===== src/hw/rtl/muee_pkg.sv =====
`timescale 1ns / 1ps

package muee_pkg;

    // Sizes of the edge store and of the vertex fields
    localparam int MAX_EDGES    = 1024;
    localparam int VERTEX_LIMIT = 65536;
    localparam int CORNER_W     = 17;
    localparam int VTX_W        = 16;
    localparam int SLOT_W       = $clog2(MAX_EDGES);
    localparam int CNT_W        = $clog2(MAX_EDGES + 1);
    localparam int ENTRY_W      = 2 * VTX_W;
    localparam int QUEUE_DEPTH  = 2;
    localparam int QPTR_W       = $clog2(QUEUE_DEPTH);
    localparam int QCNT_W       = $clog2(QUEUE_DEPTH + 1);

    // Edge select codes: which corner pair of the triangle is checked
    typedef enum logic [1:0] {
        SEL_AB = 2'd0,
        SEL_AC = 2'd1,
        SEL_BC = 2'd2
    } edge_sel_t;

    // Back-end sequencer states
    typedef enum logic [1:0] {
        ST_IDLE = 2'd0,
        ST_SCAN = 2'd1,
        ST_EMIT = 2'd2,
        ST_NEXT = 2'd3
    } back_state_t;

    // Input word: one triangle, one-based corners
    typedef struct packed {
        logic [CORNER_W-1:0] corner_a;
        logic [CORNER_W-1:0] corner_b;
        logic [CORNER_W-1:0] corner_c;
    } tri_word_t;

    // Queued triangle, zero-based vertices
    typedef struct packed {
        logic [VTX_W-1:0] vtx_a;
        logic [VTX_W-1:0] vtx_b;
        logic [VTX_W-1:0] vtx_c;
    } tri_vtx_t;

    // Output word: one new edge
    typedef struct packed {
        logic [VTX_W-1:0]  end_first;
        logic [VTX_W-1:0]  end_second;
        logic [SLOT_W-1:0] edge_slot;
        logic              dropped;
        logic              run_end;
    } edge_word_t;

    // Queue handshake between front and back
    typedef struct packed {
        logic not_empty;
        logic full;
    } queue_status_t;

endpackage


===== src/hw/rtl/muee_fifo.sv =====
`timescale 1ns / 1ps

module muee_fifo (
    input  logic                    clk,
    input  logic                    rst_n,
    input  logic                    push,
    input  muee_pkg::tri_vtx_t      push_data,
    input  logic                    pop,
    output muee_pkg::tri_vtx_t      pop_data,
    output muee_pkg::queue_status_t status
);

    muee_pkg::tri_vtx_t               slot_reg [muee_pkg::QUEUE_DEPTH];
    logic [muee_pkg::QPTR_W-1:0]      wr_ptr_reg, wr_ptr_next;
    logic [muee_pkg::QPTR_W-1:0]      rd_ptr_reg, rd_ptr_next;
    logic [muee_pkg::QCNT_W-1:0]      cnt_reg, cnt_next;
    logic                             do_push, do_pop;

    assign status.full      = (cnt_reg == muee_pkg::QCNT_W'(muee_pkg::QUEUE_DEPTH));
    assign status.not_empty = (cnt_reg != '0);
    assign do_push          = push && !status.full;
    assign do_pop           = pop && status.not_empty;
    assign pop_data         = slot_reg[rd_ptr_reg];

    // Pointer and fill count update
    always_comb
    begin
        wr_ptr_next = wr_ptr_reg;
        rd_ptr_next = rd_ptr_reg;
        cnt_next    = cnt_reg;
        if (do_push)
            wr_ptr_next = (wr_ptr_reg == muee_pkg::QPTR_W'(muee_pkg::QUEUE_DEPTH - 1))
                          ? '0 : wr_ptr_reg + muee_pkg::QPTR_W'(1);
        if (do_pop)
            rd_ptr_next = (rd_ptr_reg == muee_pkg::QPTR_W'(muee_pkg::QUEUE_DEPTH - 1))
                          ? '0 : rd_ptr_reg + muee_pkg::QPTR_W'(1);
        if (do_push && !do_pop)
            cnt_next = cnt_reg + muee_pkg::QCNT_W'(1);
        else if (do_pop && !do_push)
            cnt_next = cnt_reg - muee_pkg::QCNT_W'(1);
    end

    always_ff @(posedge clk or negedge rst_n)
    begin
        if (!rst_n)
        begin
            wr_ptr_reg <= '0;
            rd_ptr_reg <= '0;
            cnt_reg    <= '0;
        end
        else
        begin
            wr_ptr_reg <= wr_ptr_next;
            rd_ptr_reg <= rd_ptr_next;
            cnt_reg    <= cnt_next;
        end
    end

    // Storage, no reset
    always_ff @(posedge clk)
    begin
        if (do_push)
            slot_reg[wr_ptr_reg] <= push_data;
    end

endmodule


===== config.mk =====
export PLATFORM = sky130hd
export DESIGN_NAME = muee_fifo
export DESIGN_NICKNAME = d
export VERILOG_FILES = /design/src/hw/rtl/muee_pkg.sv /design/src/hw/rtl/muee_fifo.sv
export SDC_FILE = /design/constraint.sdc
export NUM_CORES = 1
export LEC_CHECK = 0
export BUFFER_PORTS_ARGS = -buffer_cell sky130_fd_sc_hd__buf_2
export CAP_MARGIN = 20
export CORE_ASPECT_RATIO = 0.9
export CORE_MARGIN = 5
export CORE_UTILIZATION = 45
export CTS_BUF_LIST = sky130_fd_sc_hd__clkbuf_16
export DETAILED_ROUTE_END_ITERATION = 10
export HOLD_SLACK_MARGIN = 0.15
export PLACE_DENSITY = 0.82
export SYNTH_ARGS = -nofsm -noshare
export SYNTH_HDL_FRONTEND = slang
export SYNTH_SLANG_ARGS = --single-unit

===== constraint.sdc =====
create_clock -name clk -period 3.5 [get_ports clk]
set_input_delay 0.175 -clock clk [delete_from_list [all_inputs] [get_ports clk]]
set_output_delay 0.175 -clock clk [all_outputs]
set_load 0.01 [all_outputs]

After elaboration in Yosys (flattened, before gate mapping)
Memory sizes are Yosys's and may differ from the RTL's.
Cells that the tools add are included.
{"block": "word_totals", "regBits": 4, "ram_bits": 96, "inputBits": 52, "out_inout_bits": 50, "mem_count": 1}
{"memory": "slot_reg", "depth": 2, "word_bits": 48, "rd": 1, "rd_clocked_by_memory_dff": 0, "wr": 1, "line_no": "muee_fifo.sv:13", "text": "muee_pkg::tri_vtx_t slot_reg [muee_pkg::QUEUE_DEPTH];"}
{"block": "op_classes", "add_sub_neg": 4, "n_eq_ne": 1, "n_mux": 6, "reduce_logical": 9}
{"cell": "1-bit logical AND", "count": 4}
{"cell": "1-bit two-way mux", "count": 4}
{"cell": "2-bit two-way mux", "count": 2}
{"cell": "2-bit nonzero test", "count": 2}
{"cell": "1-bit zero test", "count": 3}
{"cell": "1-bit adder (second input constant)", "count": 2}
{"cell": "2-bit by 1-bit adder with 2-bit output (second input constant)", "count": 1}
{"cell": "2-bit == test (second input constant)", "count": 1}
{"cell": "2-bit by 1-bit subtractor with 2-bit output (second input constant)", "count": 1}

Longest topological paths before layout
{"block": "logic_depth", "word_depth": 7, "ltp_mapped": 7, "depth_no_buf": 7}

Least setup slack after synthesis
No wires, ideal clock.
{"block": "synth_timing", "path_kind": "reg-to-reg", "startpoint": "register cnt_reg[0] in the netlist's numbering", "endpoint": "memory slot_reg[0][0] in the netlist's numbering, enable pin", "t_arrival_ns": 2.639, "t_required_ns": 3.046, "setup_slack_ns": 0.408, "path_stages_with_launch": 4, "n_path_buf": 0, "synth_period_minus_slack_ns": 3.092, "cell_sequence": "dfrtp_1 nand2b_1 nand2_1 nor2_1"}
{"block": "synth_between", "elab_chain_len": 5}
{"element": "start: declaration", "line_no": "muee_fifo.sv:16", "text": "logic [muee_pkg::QCNT_W-1:0] cnt_reg, cnt_next;"}
{"element": "start signal: assignment", "line_no": "muee_fifo.sv:55", "text": "cnt_reg <= cnt_next;"}
{"element": "2-bit == test", "line_no": "muee_fifo.sv:19", "text": "assign status.full = (cnt_reg == muee_pkg::QCNT_W'(muee_pkg::QUEUE_DEPTH));"}
{"element": "1-bit zero test", "line_no": "muee_fifo.sv:21", "text": "assign do_push = push && !status.full;"}
{"element": "1-bit logical AND", "line_no": "muee_fifo.sv:21"}
{"element": "1-bit two-way mux", "line_no": "muee_fifo.sv:62", "text": "if (do_push)"}
{"element": "1-bit two-way mux (not written as such)", "line_no": "muee_fifo.sv:63", "text": "slot_reg[wr_ptr_reg] <= push_data;"}
{"element": "end: declaration", "line_no": "muee_fifo.sv:13"}
Every way passes these cells.

==> metrics <==
most frequent standard cell in the layout excluding fill and tap cells sky130_fd_sc_hd__buf_2; final weighted congestion in routability-driven placement ~0.71; utilization of the core after routing 0.636; area occupied by multi-input gates between 600 and 700 µm²; violation count after the first detailed-routing iteration 83; Via Count ~2000; count of warnings emitted by yosys 0; Synth top area share 0.778; type of element launching the critical path flop; number of pins exceeding their max-slew limit in the final report 0; starting utilization of the core area 0.462; endpoint type of the worst setup path output port; port bufs about 100; TritonCTS clock tree yes; layout filler cell count approximately 580; Setup Fix Bufs, Post-CTS 0; grt total ovfl 0; Data required, critical path 3320 ps; Overall Global Routing Usage 0.138; Resized Gates After CTS 0; Largest register FFs 96; maximum fanout along the worst path 29; total negative setup slack 0 ps; number of nets in the final layout 380; final period demand of the worst path 2020 ps; sequential share of the synthesized area 0.805; run status complete, no violations; Cell Area, Synth approximately 3700 µm²; share of the clock period used by the worst path after layout 0.577; first-pass GRT wire length between 10000 and 15000 µm; Area contributors post-synth sky130_fd_sc_hd__edfxtp_1 (78%), sky130_fd_sc_hd__mux2_2 (12%), sky130_fd_sc_hd__mux2_4 (4.0%); flop and latch count out of synthesis 100; Clock Path Buffers 2; Total Wirelength about 6700 µm; horizontal die dimension 106 µm; unique cell type count in the Yosys netlist 16; area growth from synthesis to layout 37.7%; detailed-router iteration count before antenna repair 4; clock-pin transition on the worst setup and hold timing paths roughly 60 ps; library cell contributing the largest single delay on the critical path sky130_fd_sc_hd__dfrtp_2; leakage power a little under 2 nW; cells traversed along the worst timing path buf_12 > mux2_2 > buf_2; class of the tightest hold or removal check in -> reg; max_slew headroom 0.622; DIE AREA approximately 10000 µm²; CTS HTree Levels 3; number of ports placed on the die boundary 102; Logic pwr share 0.309; average via count per standard cell ~4.7; MaxCap Viol Count 0; Crit Path Category reg -> out; Rows 31; post-route clock skew around 4.3 ps; largest net degree at the start of global routing 34; final count of negative-setup-slack endpoints 0; antenna violations before repair 0; peak per-stage delay on the critical path 730 ps; antenna diode count 0; DP HPWL 4340 µm; area leader, netlist sky130_fd_sc_hd__edfxtp_1; CTS buffer count 9; switching power about 1.1 mW; proportion of power drawn by flip-flops and latches 0.463; Core Footprint approximately 8000 µm²; Syn Nets 221; maximum resistive drop on vdd ~0.42 mV; vias in the first global route roughly 2200; Max Freq roughly 500 MHz; post-DR wirelength/cell around 16 µm; source-to-sink clock delay at the later pin of the worst-skew pair 320 ps; buffer type at the clock tree root sky130_fd_sc_hd__clkbuf_16; fraction of final layout cells sized beyond drive strength 1 0.509; DRC violations left 0; internal power component between 2 and 3 mW; Fin. Hold Viols 0; top library cells by usage in the layout, fill and taps aside sky130_fd_sc_hd__buf_2 (101), sky130_fd_sc_hd__edfxtp_1 (96), sky130_fd_sc_hd__dlygate4sd3_1 (49); RSZ-0062 raised after global routing no; sink count of the clock tree 100; Clk pwr share 0.228; pin slew with the least headroom to its limit between 500 and 600 ps; cells after synthesis 168; worst path arrival time about 1800 ps; Mapped Avg Cell Area 22.1 µm²; height of the chip ~96 µm; total area of sequential cells slightly below 3000 µm²; power density over the cells about 750 nW/µm²; Post-DRT Antenna Nets 0; Sw Ratio 0.286
[cells in the mapped netlist]
library cell and count:
sky130_fd_sc_hd__or2_2 1, sky130_fd_sc_hd__buf_6 1, sky130_fd_sc_hd__mux2_2 38, sky130_fd_sc_hd__nand2b_1 1
sky130_fd_sc_hd__xor2_1 2, sky130_fd_sc_hd__ha_1 1, sky130_fd_sc_hd__edfxtp_1 96, sky130_fd_sc_hd__and3_1 1
sky130_fd_sc_hd__buf_8 1, sky130_fd_sc_hd__inv_1 2, sky130_fd_sc_hd__nand2_1 2, sky130_fd_sc_hd__buf_4 3
sky130_fd_sc_hd__mux2_4 10, sky130_fd_sc_hd__dfrtp_1 4, sky130_fd_sc_hd__nor2_1 2, sky130_fd_sc_hd__xnor2_1 3
[kinds of logic (layout without fill, tap and decap cells)]
| group | count (synthesis) | after routing | synth area share |
|---|---|---|---|
| xor+xnor | 5 | 5 | 0.0118 |
| mux | 48 | 48 | 0.156 |
| buf+inv | 7 | 171 | 0.0152 |
| simple gates | 7 | 7 | 0.00912 |
| fa+ha+maj | 1 | 1 | 0.00337 |
| flops | 100 | 100 | 0.805 |
[power groups by stage]
stage / sequential (mW) / combinational, mW / clock, mW
after CTS: 1.77 / 1.21 / 0.892
after floorplan: 1.73 / 0.807 / 0
after detailed placement: 1.80 / 1.16 / 0
final: 1.76 / 1.18 / 0.869
after global placement: 1.84 / 1.05 / 0
after global routing: 1.79 / 1.28 / 0.946
[path summary, 6_finish.rpt]
check | slack [ps] | end | depth (start not counted) | startpoint
setup / recovery | 1480 | pop_data[35] | 3 | rd_ptr_reg$_DFFE_PN0P_
hold / removal | 170 | rd_ptr_reg$_DFFE_PN0P_ | 3 | pop
setup reg to reg | 1520 | slot_reg[0][6]$_DFFE_PP_ | 4 | cnt_reg[0]$_DFFE_PN0P_
hold reg to reg | 490 | cnt_reg[1]$_DFFE_PN0P_ | 1 | cnt_reg[1]$_DFFE_PN0P_
max in group asynchronous | 3160 | rd_ptr_reg$_DFFE_PN0P_ | 2 | rst_n
min in group asynchronous | 200 | rd_ptr_reg$_DFFE_PN0P_ | 2 | rst_n
[routing by layer]
layer | up-vias | global-route usage | part of all wire
met1 | 995 | 0.154 | 0.40
met2 | 65 | 0.252 | 0.54
li1 | 975 | - | -
met4 | 0 | 0.0453 | 0.010
met3 | 7 | 0.0463 | 0.053
met5 | - | 0 | 0
[metrics by stage]
step	hold slack (ps)	power [mW]	cell area, µm²	worst slack (ps)	instances
6_report	170	3.81	5100	1480	431
2_1_floorplan	-121	2.54	3710	408	168
3_5_place_dp	-4.51	2.96	4350	1470	366
3_3_place_gp	-8.19	2.89	4310	1530	364
5_1_grt	182	4.02	5100	1350	431
4_1_cts	154	3.87	5100	1440	431
[worst max-delay path, delay by kind of cell (launching register included)]
kind | cells | cell delay (ps)
mux | 1 | 360
flops | 1 | 730
buf+inv | 2 | 420
[layout make-up]
class | count | share of cell area
clock buffers | 9 | 0.0441
clock inverters | 7 | 0.00834
inverters | 2 | 0.00147
multi-input cells | 61 | 0.133
flip-flops and latches | 100 | 0.585
well taps | 99 | 0.0243
repair buffers | 153 | 0.204
[repair_timing]
action | in CTS | in global routing
hold buffers | 49 | 0
hold endpoints to repair | 100 | 0
endpoints found under the setup margin | 0 | 0
(Power assumes the default switching activity.)
