===== config.mk =====
export PLATFORM = sky130hd
export DESIGN_NAME = muee_front
export DESIGN_NICKNAME = d
export VERILOG_FILES = /design/src/hw/rtl/muee_pkg.sv /design/src/hw/rtl/muee_front.sv
export SDC_FILE = /design/constraint.sdc
export NUM_CORES = 1
export LEC_CHECK = 0
export CAP_MARGIN = 10
export CORE_MARGIN = 2
export CORE_UTILIZATION = 41
export DETAILED_ROUTE_END_ITERATION = 8
export DONT_BUFFER_PORTS = 1
export PLACE_DENSITY = 0.63
export REMOVE_ABC_BUFFERS = 1
export SYNTH_ARGS = -nofsm -noshare
export SYNTH_HDL_FRONTEND = slang
export SYNTH_SLANG_ARGS = --single-unit

===== constraint.sdc =====
create_clock -name vclk -period 2.57
set_input_delay 0.1285 -clock vclk [all_inputs]
set_output_delay 0.1285 -clock vclk [all_outputs]
set_load 0.03 [all_outputs]

===== src/hw/rtl/muee_pkg.sv =====
`timescale 1ns / 1ps

package muee_pkg;

    // Sizes of the edge store and of the vertex fields
    localparam int MAX_EDGES    = 1024;
    localparam int VERTEX_LIMIT = 65536;
    localparam int CORNER_W     = 17;
    localparam int VTX_W        = 16;
    localparam int SLOT_W       = $clog2(MAX_EDGES);
    localparam int CNT_W        = $clog2(MAX_EDGES + 1);
    localparam int ENTRY_W      = 2 * VTX_W;
    localparam int QUEUE_DEPTH  = 2;
    localparam int QPTR_W       = $clog2(QUEUE_DEPTH);
    localparam int QCNT_W       = $clog2(QUEUE_DEPTH + 1);

    // Edge select codes: which corner pair of the triangle is checked
    typedef enum logic [1:0] {
        SEL_AB = 2'd0,
        SEL_AC = 2'd1,
        SEL_BC = 2'd2
    } edge_sel_t;

    // Back-end sequencer states
    typedef enum logic [1:0] {
        ST_IDLE = 2'd0,
        ST_SCAN = 2'd1,
        ST_EMIT = 2'd2,
        ST_NEXT = 2'd3
    } back_state_t;

    // Input word: one triangle, one-based corners
    typedef struct packed {
        logic [CORNER_W-1:0] corner_a;
        logic [CORNER_W-1:0] corner_b;
        logic [CORNER_W-1:0] corner_c;
    } tri_word_t;

    // Queued triangle, zero-based vertices
    typedef struct packed {
        logic [VTX_W-1:0] vtx_a;
        logic [VTX_W-1:0] vtx_b;
        logic [VTX_W-1:0] vtx_c;
    } tri_vtx_t;

    // Output word: one new edge
    typedef struct packed {
        logic [VTX_W-1:0]  end_first;
        logic [VTX_W-1:0]  end_second;
        logic [SLOT_W-1:0] edge_slot;
        logic              dropped;
        logic              run_end;
    } edge_word_t;

    // Queue handshake between front and back
    typedef struct packed {
        logic not_empty;
        logic full;
    } queue_status_t;

endpackage


===== src/hw/rtl/muee_front.sv =====
`timescale 1ns / 1ps

module muee_front (
    input  logic                 tri_valid,
    output logic                 tri_stall,
    input  muee_pkg::tri_word_t  tri_word,
    input  muee_pkg::queue_status_t q_status,
    output logic                 q_push,
    output muee_pkg::tri_vtx_t   q_data
);

    // One-based corner to zero-based vertex, clamped at the vertex limit
    function automatic logic [muee_pkg::VTX_W-1:0] to_zero_based(
        input logic [muee_pkg::CORNER_W-1:0] raw
    );
        logic [muee_pkg::CORNER_W-1:0] dec;
        begin
            dec = raw - muee_pkg::CORNER_W'(1);
            if (raw == '0)
                to_zero_based = '0;
            else if (raw > muee_pkg::CORNER_W'(muee_pkg::VERTEX_LIMIT))
                to_zero_based = muee_pkg::VTX_W'(muee_pkg::VERTEX_LIMIT - 1);
            else
                to_zero_based = dec[muee_pkg::VTX_W-1:0];
        end
    endfunction

    // Accept whenever the queue has room
    assign tri_stall = q_status.full;
    assign q_push    = tri_valid && !q_status.full;

    assign q_data.vtx_a = to_zero_based(tri_word.corner_a);
    assign q_data.vtx_b = to_zero_based(tri_word.corner_b);
    assign q_data.vtx_c = to_zero_based(tri_word.corner_c);

endmodule


# Word level (Yosys, flattened, before mapping)
# Index checks and enable logic that the tools add are counted.
[totals]
wordCells = 17
inputBits = 54
output_inout_bits = 50
register_bits = 0
[op_classes]
addsub = 3
n_lt_le_gt_ge = 3
n_reduce_logical = 5
muxes = 6
[ops]
columns = ["cell", "n"]
rows = [
  ["two-way mux 16 bit", 6],
  ["> comparator 17 bit, second input constant", 3],
  ["zero test 17 bit", 3],
  ["subtractor 16 x 1 -> 16 bit, second input constant", 3],
  ["logical AND 1 bit", 1],
  ["zero test 1 bit", 1],
]

# Logic depth before layout (Yosys ltp)
# Gate-level depths: netlist of run 1.
[logic_depth]
depth_word = 3
mapped_depth = 7
ltp_nobuf = 7

# Least setup slack after synthesis of run 1
# OpenSTA, ideal clock, no wires.
[synth_timing]
kind = "input to output"
start = "in tri_word[2] (netlist bit)"
end = "out q_data[13] (netlist bit)"
setup_slack_ns = 0.177
path_stages = 6
required_time_ns = 2.441
arrival_ns = 2.265
cell_sequence = "or4_1 > buf_2 > or4_4 > nor3_1 > xnor2_1 > o21ai_0"
[synth_rtl]
columns = ["item", "line", "rtl"]
rows = [
  ["start, declared", "muee_front.sv:6", "input muee_pkg::tri_word_t tri_word,"],
  ["end, declared", "muee_front.sv:9", "output muee_pkg::tri_vtx_t q_data"],
]

==> results of run 1 <==
==> layer usage <==
| metal | up-vias | global-route usage, % | wire, um |
|---|---|---|---|
| met2 | 55 | 32.67 | 1856 |
| met4 | 0 | 0 | 0 |
| li1 | 850 | - | - |
| met5 | - | 0 | 0 |
| met1 | 731 | 23.18 | 1526 |
| met3 | 0 | 1.891 | 308 |
==> path summary, 6_finish.rpt <==
check / slack, ns / to / cells past startpoint
setup / recovery: 0.35 / q_data[12] / 5
hold / removal: 0.26 / tri_stall / 0
==> power by group through the flow <==
stage / combinational, W / clock [W] / sequential, W
after floorplan: 0.000197 / 0 / 0
after CTS: 0.000271 / 0 / 0
final: 0.000269 / 0 / 0
after global placement: 0.000267 / 0 / 0
after global routing: 0.000288 / 0 / 0
after detailed placement: 0.000270 / 0 / 0
==> placed cells by master (no fill, tap or decap), types with 10 or more instances in the layout <==
| master | instances |
|---|---|
| buf_4 | 47 |
| nor3_1 | 15 |
| a21oi_1 | 21 |
| nor2_1 | 15 |
| nor4_1 | 11 |
| xnor2_1 | 19 |
| nand2_1 | 15 |
| xor2_1 | 18 |
| inv_1 | 10 |
| o21ai_0 | 18 |
==> metrics by stage <==
step / cell area [um^2] / hold slack [ns] / setup slack, ns / utilization, % / total power [W]
after floorplan: 1303 / 0.2570 / 0.07178 / - / 0.0001973
after global placement: 1710 / 0.2572 / 0.3528 / 55.12 / 0.0002675
after detailed placement: 1710 / 0.2572 / 0.3460 / 55.12 / 0.0002697
after CTS: 1710 / 0.2572 / 0.3466 / 55.12 / 0.0002708
after global routing: 1710 / 0.2572 / 0.1691 / 55.12 / 0.0002880
final: 1710 / 0.2570 / 0.3475 / 55.12 / 0.0002688
==> kinds of logic (layout without fill, tap and decap cells) <==
family                   Yosys count  after routing  share of synthesized area (%)
AO/OA/AOI/OAI                     51             51                          21.69
XOR/XNOR                          37             37                          24.00
adder cells (fa/ha/maj)           13             13                          10.75
buffers and inverters             20             57                          6.302
AND/OR/NAND/NOR                   90             90                          37.26
==> final cells by class <==
cell class | instances | share of cell area, %
Inverter | 10 | 2.195
Timing Repair Buffer | 47 | 20.63
Multi-Input combinational cell | 191 | 73.96
Tap cell | 44 | 3.219
==> impl_metrics.yaml, run 1 <==
clock_network:
  ctsHoldBuffers: 0
  post_cts_buffers: 0
  cts_resized: 0
run_status:
  status: "completed"
placement:
  placed_cells: 292
  hpwl_um: 3150
  portBuffers: 0
  routabilityCongestion: 0.7828
routing:
  num_vias: 1636
  via_per_inst: 5.603
  initialDrtViolationCount: 51
  drtAntennaViolNets: 0
  wire_per_inst_um: 12.64
  routed_wl_um: 3691
  drcViolationCount: 0
  drt_first_pass_iters: 4
global_route:
  grt_pass1_vias: 1297
  grt_usage_pct: 17.55
  grt_pass1_wl_um: 5409
  globalRoute.totalOverflow: 0
  antenna_found_initial: 0
  grt_max_degree: 14
pwr:
  netSwitchingPower_w: 0.0001663
  p_per_area_mw_per_mm2: 157.1
  power.internal_w: 0.0001025
  seqPwrFrac_pct: 0
  swShare_pct: 61.87
  p_leak_nw: 0.5852
  pwr-share-clk_pct: 0
  combPwrFrac_pct: 100.0
  vdd_drop_max_mv: 0.07549
job:
  max-cap-violations: 0
yosys:
  yosysWarnings: 0
  yosysTopAreaCell: "xnor2_1"
  yosysMostFrequentCell: "a21oi_1"
  ys_types: 40
  syn_avg_cell_area_um2: 6.398
  synth_top_cells_by_count: "a21oi_1, xnor2_1, o21ai_0, xor2_1"
  synth.top_cell.area_share_pct: 12.33
  synth_area_mm2: 0.001350
  synth_area_leaders: "xnor2_1, xor2_1, a21oi_1, o21ai_0, ha_1"
  synth_seq_area_share_pct: 0
  synth_cells: 211
sta:
  worst_slew_margin_rel_pct: 54.84
  rsz0062_at_grt: "false"
  hold_viol: 0
  finalCritPeriodShare_pct: 86.48
  worst_slew_pin_slew_ns: 0.6712
  layout_min_cycle_time_ns: 2.223
  max_clock_freq_ghz: 0.4499
  finalSetupViolCount: 0
  maxSlewViolCount: 0
  setup_tns_ns: 0
hold_path:
  min-delay-start: "q_status[0]"
  worst_hold_path_type: "primary input to output port"
cells_and_area:
  layout.nets: 310
  clkbuf_count: 0
  multi_input_area_mm2: 0.001265
  finalNonFillerCells: 292
  seq_cell_count: 0
  fillers: 319
  antenna_cells: 0
  drive_above_1_share_pct: 22.18
  areaGrowthSynthToFinish_pct: 26.69
  seqCellArea_um2: 0
setup_path:
  cp_num_buf_inv: 0
  max_stage_delay_ns: 0.55
  crit_path_start_kind: "primary input"
  slowest_stage: "or4_1"
  path_delay_family: "simple AND/OR/NAND/NOR gates"
  crit_path_frequent_cell: "or4_1"
  end_kind: "output port"
  crit_chain: "or4_1 -> or4_4 -> or4_1 -> xor2_1 -> o21ai_2"
  crit_fanout: 5
  startpoint: "tri_word[2]"
  worst-setup-path-type: "primary input to output port"
  critPathRequiredTime_ns: 2.44
  cp.arrival_ns: 2.09
floorplan:
  core_area_mm2: 0.003103
  die_w_um: 61.38
  die_area_mm2: 0.003768
  io_pins: 104
  die_y_um: 61.38
  initial_utilization_pct: 43.51
  row_count: 20
Power figures use the tool's default switching activity.
==> run 2, diff against run 1 <==
- CORE_UTILIZATION: 41 -> 69
- PLACE_DENSITY: 0.63 -> 0.93
- SLEW_MARGIN: default -> 20
==> impl_metrics.yaml, run 2 (same netlist as run 1, synthesis figures left out) <==
pwr:
  swShare_pct: 64.48
  combPwrFrac_pct: 100.0
  netSwitchingPower_w: 0.0001737
  vdd_drop_max_mv: 0.1438
  p_per_area_mw_per_mm2: 164.9
  power.internal_w: 0.00009572
  seqPwrFrac_pct: 0
  power_w: 0.0002695
  p_leak_nw: 0.5526
  pwr-share-clk_pct: 0
routing:
  initialDrtViolationCount: 70
  drt_first_pass_iters: 4
  routed_wl_um: 4891
  drtAntennaViolNets: 0
  wire_per_inst_um: 18.39
  drcViolationCount: 0
  via_per_inst: 7.026
  num_vias: 1869
clock_network:
  cts_resized: 0
  post_cts_buffers: 0
  ctsHoldBuffers: 0
cells_and_area:
  fillers: 82
  antenna_cells: 0
  clkbuf_count: 0
  seqCellArea_um2: 0
  seq_cell_count: 0
  layout_common_cells: "buf_4, a21oi_1, xnor2_1"
  drive_above_1_share_pct: 19.92
  final_common_cell: "buf_4"
  layout.nets: 303
  multi_input_area_mm2: 0.001265
  areaGrowthSynthToFinish_pct: 21.04
setup_path:
  crit_path_start_kind: "primary input"
  path_delay_family: "simple AND/OR/NAND/NOR gates"
  worst-setup-path-type: "primary input to output port"
  slowest_stage: "or4_1"
  max_stage_delay_ns: 0.57
  cp_num_buf_inv: 2
  crit_chain: "or4_1 -> buf_4 -> nor4_1 -> nand2_1 -> nand2_1 -> o21ai_0 -> buf_4"
  critPathRequiredTime_ns: 2.44
  cp.arrival_ns: 2.24
  end_kind: "output port"
  crit_fanout: 12
placement:
  portBuffers: 0
  routabilityCongestion: 0.7736
  preCtsSetupSlack_ns: 0.2587
  hpwl_um: 3988
global_route:
  antenna_found_initial: 0
  grt.met2_usage_pct: 81.05
  globalRoute.totalOverflow: 0
  grtUsageMet1_pct: 41.54
  met3_usage_pct: 14.81
  grt_usage_pct: 43.53
  grt_pass1_wl_um: 7245
  grt_pass1_vias: 1784
  grt_max_degree: 16
  gr-max-usage-layer: "met2"
hold_path:
  worst_hold_path_type: "primary input to output port"
floorplan:
  io_pins: 104
  row_count: 15
  core_area_mm2: 0.001783
  die_w_um: 48.24
  initial_utilization_pct: 75.72
  die_area_mm2: 0.002327
  die_y_um: 48.24
sta:
  rsz0062_at_grt: "false"
  layout_min_cycle_time_ns: 2.366
  worst_slew_pin_slew_ns: 0.6773
  finalCritPeriodShare_pct: 92.08
  hold_viol: 0
  worst_slew_margin_rel_pct: 54.99
  finalSetupViolCount: 0
  maxSlewViolCount: 0
  max_clock_freq_ghz: 0.4226
  setup_tns_ns: 0
  setup_slack_ns: 0.2036
run_status:
  status: "completed"
job:
  max-cap-violations: 0
[run 2: cell types whose count changed in the layout (fill, tap and decap cells not counted)]
cell,before,now
buf_4,47,40
[run 2: final cells by class]
cell class	instances	share of cell area, %
multi-input cells	191	77.41
inverters	10	2.297
well taps	25	1.914
repair buffers	40	18.38
[run 2: power by group through the flow]
stage	combinational (W)	sequential (W)	clock [W]
final	0.000269	0	0
after global placement	0.000255	0	0
after CTS	0.000268	0	0
after detailed placement	0.000266	0	0
after floorplan	0.000197	0	0
after global routing	0.000290	0	0
[run 2: worst paths after layout]
kind / from / endpoint / slack (ns) / cells after the start
setup / recovery: tri_word[2] / q_data[7] / 0.20 / 7
hold / removal: q_status[0] / tri_stall / 0.26 / 0
[run 2: per-stage QoR]
stage | hold WS [ns] | util [%] | cell area [um^2] | instances
finish | 0.2570 | 91.65 | 1634 | 266
global route | 0.2571 | 91.65 | 1634 | 266
CTS | 0.2574 | 91.65 | 1634 | 266
detailed placement | 0.2574 | 91.65 | 1634 | 266
global placement | 0.2574 | 91.65 | 1634 | 266
floorplan | 0.2570 | - | 1303 | 201
[run 2: routing by layer]
| layer | up-vias | share of wire (%) |
|---|---|---|
| met2 | 161 | 53 |
| met5 | - | 0 |
| met3 | 38 | 11 |
| met1 | 842 | 32 |
| li1 | 828 | - |
| met4 | 0 | 4.3 |
